$ cat src/odks_fifo.sv
// Two-entry queue between the front end and the sort engine.
module odks_fifo #(
    parameter int WIDTH = 8
) (
    input  logic             aclk,
    input  logic             aresetn,
    input  logic             push,
    input  logic [WIDTH-1:0] push_data,
    output logic             full,
    output logic             pop_valid,
    input  logic             pop,
    output logic [WIDTH-1:0] pop_data
);

    logic [WIDTH-1:0] mem_reg [2];
    logic             wr_ptr_reg, wr_ptr_next;
    logic             rd_ptr_reg, rd_ptr_next;
    logic [1:0]       cnt_reg, cnt_next;
    logic             do_pop;

    assign full      = (cnt_reg == 2'd2);
    assign pop_valid = (cnt_reg != 2'd0);
    assign pop_data  = mem_reg[rd_ptr_reg];
    assign do_pop    = pop && pop_valid;

    // Pointer and occupancy update
    always_comb begin
        wr_ptr_next = push ? !wr_ptr_reg : wr_ptr_reg;
        rd_ptr_next = do_pop ? !rd_ptr_reg : rd_ptr_reg;
        cnt_next    = cnt_reg + 2'(push) - 2'(do_pop);
    end

    always_ff @(posedge aclk) begin
        if (!aresetn) begin
            wr_ptr_reg <= 1'b0;
            rd_ptr_reg <= 1'b0;
            cnt_reg    <= 2'd0;
        end else begin
            wr_ptr_reg <= wr_ptr_next;
            rd_ptr_reg <= rd_ptr_next;
            cnt_reg    <= cnt_next;
        end
    end

    // Storage
    always_ff @(posedge aclk) begin
        if (push) begin
            mem_reg[wr_ptr_reg] <= push_data;
        end
    end

endmodule

$ cat config.mk
export PLATFORM = sky130hd
export DESIGN_NAME = odks_fifo
export DESIGN_NICKNAME = d
export VERILOG_FILES = /design/src/odks_fifo.sv
export SDC_FILE = /design/constraint.sdc
export NUM_CORES = 1
export LEC_CHECK = 0
export BUFFER_PORTS_ARGS = -buffer_cell sky130_fd_sc_hd__buf_2
export CORE_AREA = 4 4 51 53
export DETAILED_ROUTE_END_ITERATION = 8
export DIE_AREA = 0 0 55 57
export SLEW_MARGIN = 20
export SYNTH_ARGS = -nofsm -noshare
export SYNTH_HDL_FRONTEND = slang
export SYNTH_SLANG_ARGS = --single-unit
$ cat constraint.sdc
create_clock -name aclk -period 1.7 [get_ports aclk]
set_input_delay 0.255 -clock aclk [delete_from_list [all_inputs] [get_ports aclk]]
set_output_delay 0.255 -clock aclk [all_outputs]
set_load 0.02 [all_outputs]
==> results.py <==
metrics = {
    "die": {
        "core_area_um2": 2150,
        "initial_utilization_pct": 38.2,
        "num_io_pins": 22,
        "num_rows": 17,
        "die-area_um2": 3140,
        "die_y_um": 57,
        "die_w_um": 55,
    },
    "timing": {
        "tightest_slew_ns": 0.391,
        "drv_slew": 0,
        "fmax_mhz": 657,
        "rsz0062_at_grt": "no",
        "hold-worst-slack_ns": 0.143,
        "tns_ns": 0,
        "fin_crit_sh_pct": 89.5,
        "setup_viol": 0,
        "finalClockSkew_ns": 0.00172,
        "min_period_ns": 1.52,
        "hold_violations": 0,
        "final.setup.worst_slack_ns": 0.178,
        "slew_headroom_pct": 73.9,
    },
    "logic_synthesis": {
        "ys_ff_latch": 21,
        "synth_fp_nets": 62,
        "ys_seq_area_share_pct": 70.7,
        "avgSynthCellArea_um2": 17.1,
        "synth.distinct_cells": 15,
        "synthCells": 48,
        "netlist_area_um2": 821,
        "yosysWarnings": 0,
    },
    "place": {
        "io_buffers": 21,
        "dp.cells": 98,
        "place_hpwl_um": 909,
        "gp_congestion": 0.603,
        "pre_cts_ws_ns": 0.258,
    },
    "route": {
        "drt_first_pass_iters": 3,
        "wire_per_inst_um": 11.7,
        "vias_per_cell": 4.40,
        "drc": 0,
        "antenna_left": 0,
        "vias": 449,
        "first_iter_violations": 3,
        "wirelength_um": 1200,
    },
    "worst_setup_path": {
        "path_max_fanout": 8,
        "critPathLaunchType": "flip-flop",
        "reg2reg_depth": 6,
        "cpPeakStageDelay_ns": 0.46,
        "cp_data_arrival_time_ns": 1.27,
        "critPathKind": "reg -> out",
        "worstPathRequired_ns": 1.44,
        "crit_chain": "mux2_1 -> buf_2",
        "worst_path_max_delay_cell": "dfxtp_2",
        "critPathCaptureType": "output pin",
    },
    "clock_network": {
        "cts-root-buf": "clkbuf_4",
        "insertion_delay_ns": 0.29,
        "tritoncts": "built",
        "cts_htree_levels": 1,
        "cts.sinks": 21,
        "post_cts_buffers": 0,
        "ctsLongestPathBuffers": 2,
        "numCtsBuffers": 3,
        "cts.clk_slew.worst_paths_ns": 0.10,
    },
    "layout": {
        "instances_no_fill": 102,
        "syn_to_final_growth_pct": 21.6,
        "largest_register_ffs": 16,
        "drive_above_1_share_pct": 37.8,
        "multi_input_area_um2": 228,
        "fin_nets": 89,
        "nFillCells": 199,
        "ff_latch_area_um2": 582,
        "num_antenna_cells": 0,
    },
    "status": {
        "run_status": "complete, no violations",
    },
    "global_route": {
        "antenna_found_initial": 0,
        "grt_pass1_wl_um": 1850,
        "grt_max_degree": 12,
        "grt_usage_pct": 8.59,
        "grt_pass1_vias": 476,
        "overflow": 0,
    },
    "flow_run": {
        "maxCapViolations": 0,
    },
    "pwr": {
        "p_leak_nw": 0.405,
        "powerDensity_nw_per_um2": 1290,
        "p_total_mw": 1.29,
        "ir_drop_mv": 0.577,
    },
    "min_path": {
        "hold_depth": 1,
        "hold_class": "in -> reg",
    },
}
## synthesized netlist by cell type
library cell | count | area (um^2)
and2_1 | 2 | 12.5
mux2_1 | 8 | 90.1
dfxtp_1 | 5 | 100
inv_1 | 2 | 7.51
o21a_2 | 1 | 8.76
buf_2 | 1 | 5.00
mux2i_1 | 2 | 20.0
xnor3_1 | 1 | 22.5
nand2b_1 | 1 | 6.26
or2_1 | 1 | 6.26
nor2b_1 | 4 | 25.0
edfxtp_1 | 16 | 480
o21a_1 | 1 | 7.51
nand2_1 | 1 | 3.75
ha_1 | 2 | 25.0
## kinds of logic after synthesis
| group | Yosys count | share of synthesized area (%) |
|---|---|---|
| XOR/XNOR | 1 | 2.74 |
| AND/OR/NAND/NOR | 9 | 6.55 |
| multiplexers | 10 | 13.4 |
| buffers and inverters | 3 | 1.52 |
| AO/OA/AOI/OAI | 2 | 1.98 |
| adder cells (fa/ha/maj) | 2 | 3.05 |
| flip-flops | 21 | 70.7 |
## critical path: cells and delay by family (launching register included)
family	cells	cell delay, ns
flip-flops	1	0.46
multiplexers	1	0.35
buffers and inverters	1	0.16
## layer usage
layer | part of all wire [%] | track usage (%) | up-vias
li1 | - | - | 225
met4 | 2.3 | 7.29 | 0
met1 | 37 | 7.60 | 210
met5 | 0 | 0 | -
met3 | 5.6 | 1.83 | 2
met2 | 55 | 15.4 | 12
## path summary, 6_finish.rpt
path	slack (ns)	start	to
setup / recovery	0.18	flip-flop	pop_data[7]
hold / removal	0.14	push_data[1]	mem_reg[0][1]
setup reg to reg	0.26	cnt_reg[1]	cnt_reg[1]
hold reg to reg	0.49	rd_ptr_reg	flip-flop
## through the flow
stage | util [%] | area (um^2)
global placement | 45.2 | 971
detailed placement | 45.2 | 971
CTS | 46.4 | 997
finish | 46.5 | 998
global route | 46.5 | 998
floorplan | - | 821
## repair_timing
item | CTS | global route
resized for setup | 0 | 1
endpoints found under the hold margin | 0 | 0
endpoints found under the setup margin | 0 | 6
hold buffers | 0 | 0
## where the power goes
group          switching, mW  internal (mW)  leakage (nW)
Sequential            0.0547          0.616         0.192
Clock                  0.133         0.0912        0.0150
Combinational          0.192          0.201         0.199
## final cells by class
cell class | instances | share of cell area (%)
clock buffers | 4 | 2.63
well taps | 28 | 3.51
inverters | 2 | 0.752
multi-input cells | 24 | 22.8
flip-flops and latches | 21 | 58.3
repair buffers | 23 | 12.0
## cells in the final DEF (no fill, tap or decap), types with 2 or more instances in the layout
master     n
buf_2     21
edfxtp_1  16
mux2_1     8
nor2b_1    4
dfxtp_1    4
clkbuf_4   3
inv_1      2
mux2i_1    2
and2_1     2
ha_1       2
buf_4      2
No activity file was read; power rests on OpenSTA's default activity.
