## config.mk

```make
export PLATFORM = sky130hd
export DESIGN_NAME = odks_front
export DESIGN_NICKNAME = d
export VERILOG_FILES = /design/src/odks_pkg.sv /design/src/odks_front.sv
export SDC_FILE = /design/constraint.sdc
export NUM_CORES = 1
export LEC_CHECK = 0
export BUFFER_PORTS_ARGS = -buffer_cell sky130_fd_sc_hd__buf_2
export CAP_MARGIN = 20
export CORE_AREA = 2 2 90 92
export DETAILED_ROUTE_END_ITERATION = 6
export DIE_AREA = 0 0 92 94
export PLACE_DENSITY_LB_ADDON = 0.25
export SYNTH_ARGS = -nofsm -noshare
export SYNTH_HDL_FRONTEND = slang
export SYNTH_SLANG_ARGS = --single-unit
```

## constraint.sdc

```tcl
create_clock -name aclk -period 2.7 [get_ports aclk]
set_clock_uncertainty 0.1 [all_clocks]
set_input_delay 0.405 -clock aclk [delete_from_list [all_inputs] [get_ports aclk]]
set_output_delay 0.405 -clock aclk [all_outputs]
set_load 0.05 [all_outputs]
```

## src/odks_pkg.sv

```systemverilog
// Shared types and constants for the opaque draw key sorter.
package odks_pkg;

    localparam int KEY_FIELD_W = 32;
    localparam int HANDLE_PORT_W = 16;
    localparam int TDATA_W = 3 * KEY_FIELD_W + HANDLE_PORT_W;

    // Sort key; material sits in the top bits so a packed compare is lexicographic
    typedef struct packed {
        logic [KEY_FIELD_W-1:0] material;
        logic [KEY_FIELD_W-1:0] mesh;
        logic [KEY_FIELD_W-1:0] object;
    } key_t;

    // Classification the front end attaches to each queued record
    typedef struct packed {
        logic drop;
        logic last;
    } rec_flags_t;

    typedef enum logic {
        ST_FILL,
        ST_DRAIN
    } back_state_t;

endpackage

```

## src/odks_front.sv

```systemverilog
// Front end: accepts records, tracks batch fill and marks dropped records.
module odks_front import odks_pkg::*; #(
    parameter int MAX_DRAWS = 64,
    parameter int HANDLE_W  = 16,
    localparam int CNT_W    = $clog2(MAX_DRAWS + 1)
) (
    input  logic                     aclk,
    input  logic                     aresetn,
    input  logic                     in_valid,
    output logic                     in_ready,
    input  key_t                     in_key,
    input  logic [HANDLE_PORT_W-1:0] in_hnd,
    input  logic                     in_last,
    output logic                     q_push,
    input  logic                     q_full,
    output key_t                     q_key,
    output logic [HANDLE_W-1:0]      q_hnd,
    output rec_flags_t               q_flags
);

    logic [CNT_W-1:0] cnt_reg, cnt_next;
    logic             full_batch;

    // Records are forwarded straight into the queue
    assign in_ready   = !q_full;
    assign q_push     = in_valid && in_ready;
    assign full_batch = (cnt_reg == CNT_W'(MAX_DRAWS));
    assign q_key      = in_key;
    assign q_hnd      = in_hnd[HANDLE_W-1:0];

    always_comb begin
        q_flags.drop = full_batch;
        q_flags.last = in_last;
    end

    // Per-batch record count, restarts after the closing record
    always_comb begin
        cnt_next = cnt_reg;
        if (q_push) begin
            if (in_last) begin
                cnt_next = '0;
            end else if (!full_batch) begin
                cnt_next = cnt_reg + CNT_W'(1);
            end
        end
    end

    always_ff @(posedge aclk) begin
        if (!aresetn) begin
            cnt_reg <= '0;
        end else begin
            cnt_reg <= cnt_next;
        end
    end

endmodule

```

==> impl_metrics.py <==
metrics = {
    "run_status": {
        "status": "complete, no violations",
    },
    "synthesis": {
        "synth.largest_area_cell": "buf_4",
        "seq_area_frac_synth_pct": 11.0,
        "synth-edff-count": 0,
        "syn_area_um2": 1280,
        "ys_ff_latch": 7,
        "yosys-top-cells-area": "buf_4 (67%), dfxtp_1 (11%), ha_1 (2.0%)",
        "synth_top_area_share_pct": 67.0,
        "synthesis.nets": 284,
        "postSynthAreaPerCell_um2": 7.74,
        "synth.distinct_cells": 22,
        "syn_inst": 165,
        "synth.most_common_cell": "buf_4",
        "ys.flop_type": "dfxtp_1",
        "yosys-top-cells-count": "buf_4 (114), dfxtp_1 (7), nand2_1 (6), inv_1 (5)",
        "async_reset_ff_share_pct": 0,
        "yosysWarnings": 0,
    },
    "clock_network": {
        "cts_sinks": 7,
        "cts_setup_buffers": 0,
        "clockBufferDepth": 2,
        "root_buffer": "clkbuf_8",
        "numCtsBuffers": 3,
        "insertion_delay_ns": 0.23,
        "ctsHoldBuffers": 0,
        "h-tree-depth": 1,
        "post_cts_resized": 0,
        "cts_tree": "done",
        "cts.clk_slew.worst_paths_ns": 0.04,
    },
    "place": {
        "dp_hpwl_um": 1500,
        "routabilityCongestion": 0.674,
        "place_area_um2": 586,
        "dp_cells": 160,
        "portBuffers": 8,
        "pre_cts_slack_ns": 0.913,
    },
    "finish": {
        "final_util_pct": 8.29,
        "layout.cells.non_filler": 164,
        "multiInputGateArea_um2": 259,
        "n_antenna_cell": 0,
        "ff_latch_area_um2": 140,
        "nets": 182,
        "area_delta_synth_final_pct": -50.6,
        "layout-drive-gt1-share_pct": 22.6,
        "largest_reg_flops": 7,
        "post-route-cell-area_um2": 631,
        "fillCellCount": 910,
    },
    "setup_path": {
        "r2r_end": "cnt_reg[0]",
        "crit_path_end": "q_flags[1]",
        "rrSetupSlack_ns": 1.13,
        "worstPathRequired_ns": 2.19,
        "critPathCaptureType": "output port",
        "r2r_cells": 3,
        "r2r_start": "cnt_reg[3]",
        "arrival_ns": 1.50,
        "critical_path_class": "flip-flop to output port",
        "cp_max_fo": 5,
        "crit_start": "cnt_reg[3]",
        "start_kind": "flip-flop",
    },
    "pwr": {
        "switching_share_pct": 23.3,
        "leakagePower_nw": 0.201,
        "p_clk_share_pct": 51.5,
        "pwr-share-seq_pct": 37.5,
        "p_comb_share_pct": 11.0,
        "finalPower_mw": 0.283,
        "power_density_nw_per_um2": 448,
        "p_int_mw": 0.217,
        "peakVddDrop_mv": 0.0818,
        "switching_power_mw": 0.0659,
    },
    "grt": {
        "grt_start_max_net_pins": 11,
        "grt_pass1_vias": 561,
        "gr-usage-all-layers_pct": 4.42,
        "overflow": 0,
        "grt_pass1_wl_um": 2830,
        "antenna_found_initial": 0,
    },
    "floorplanning": {
        "ios": 233,
        "dieArea_um2": 8650,
        "core_area_um2": 7610,
        "rows": 32,
        "die_w_um": 92,
        "initial_core_util_pct": 16.8,
        "die_h_um": 94,
    },
    "sta": {
        "worst_pin_slew_ns": 0.332,
        "setup_viol": 0,
        "final.period_utilization_pct": 74.4,
        "layout_setup_ws_ns": 0.691,
        "clock.fmax_mhz": 498,
        "final.setup.tns_ns": 0,
        "holdWs_ns": 0.400,
        "period_needed_ns": 2.01,
        "rsz0062_at_grt": "false",
        "slew_violations": 0,
        "relSlewSlack_pct": 77.6,
        "hold_viol_final": 0,
    },
    "detailed_routing": {
        "drtAntennaViolNets": 0,
        "drc": 0,
        "via_per_inst": 3.31,
        "drt-total-wl_um": 1940,
        "firstDrtPassIters": 4,
        "avgRoutedWirePerCell_um": 11.8,
        "via_count": 543,
        "drt_iter0_drc": 14,
    },
    "hold_path": {
        "hold_class": "flip-flop to flip-flop",
    },
    "flow_run": {
        "cap_violations": 0,
    },
}
-- how the worst min path moves through the flow --
stage	end	startpoint	depth (start not counted)	slack, ns
final	cnt_reg[4]	cnt_reg[4]	2	0.40
after global routing	cnt_reg[3]	aresetn	2	0.42
after CTS	cnt_reg[4]	cnt_reg[4]	2	0.40
after detailed placement	cnt_reg[4]	cnt_reg[4]	2	0.40
after global placement	cnt_reg[4]	cnt_reg[4]	2	0.40
after floorplan	cnt_reg[4]	cnt_reg[4]	2	0.37
-- power groups by stage --
stage                     logic (mW)  registers (mW)  clock network [mW]
after global placement        0.0322           0.108                   0
after floorplan                0.469           0.107                   0
after detailed placement      0.0313           0.108                   0
after global routing          0.0342           0.106               0.161
after CTS                     0.0314           0.106               0.150
final                         0.0311           0.106               0.146
-- worst max-delay path, cell delays in order (launching register included) --
cell and delay, ns:
dfxtp_1 0.33, or4b_4 0.56, nor2_1 0.12, buf_2 0.27
-- placed cells by master (no fill, tap or decap) --
| cell type | synthesis | routed |
|---|---|---|
| a21boi_1 | 3 | 3 |
| a31oi_1 | 2 | 2 |
| buf_2 | 0 | 8 |
| clkbuf_1 | 0 | 1 |
| clkbuf_8 | 0 | 3 |
| dfxtp_1 | 7 | 7 |
| ha_1 | 2 | 2 |
| inv_1 | 5 | 5 |
| nand2_1 | 6 | 6 |
| nand2b_1 | 2 | 2 |
| nand3_1 | 3 | 3 |
| nand3b_1 | 2 | 2 |
| nor2_1 | 3 | 3 |
| o21ai_0 | 2 | 2 |
| o21bai_2 | 1 | 1 |
| o22ai_1 | 3 | 3 |
| o311a_1 | 1 | 1 |
| o311ai_0 | 2 | 2 |
| o31a_1 | 1 | 1 |
| or3_1 | 1 | 1 |
| or3b_4 | 1 | 1 |
| or4_1 | 2 | 2 |
| or4b_4 | 1 | 1 |
-- cell families (layout without fill, tap and decap cells) --
family / count (synthesis) / after routing / share of synthesized area, %
AO/OA/AOI/OAI: 15 / 15 / 8.72
adder cells (fa/ha/maj): 2 / 2 / 1.96
buffers and inverters: 120 / 17 / 68.8
flip-flops: 7 / 7 / 11.0
AND/OR/NAND/NOR: 21 / 21 / 9.60
-- layout make-up --
class / count / area share, %
well taps: 102 / 20.2
inverters: 5 / 2.98
repair buffers: 8 / 6.35
multi-input cells: 38 / 41.1
clock buffers: 4 / 7.14
flip-flops and latches: 7 / 22.2
-- per-layer routing --
layer / vias to the layer above / GRT usage, % / wire length (um)
met5: - / 0 / 0
met4: 0 / 11.3 / 374
met3: 46 / 2.25 / 310
met2: 61 / 4.66 / 698
met1: 223 / 3.19 / 557
li1: 213 / - / -
Note: power is estimated with default switching activity, not from simulation.
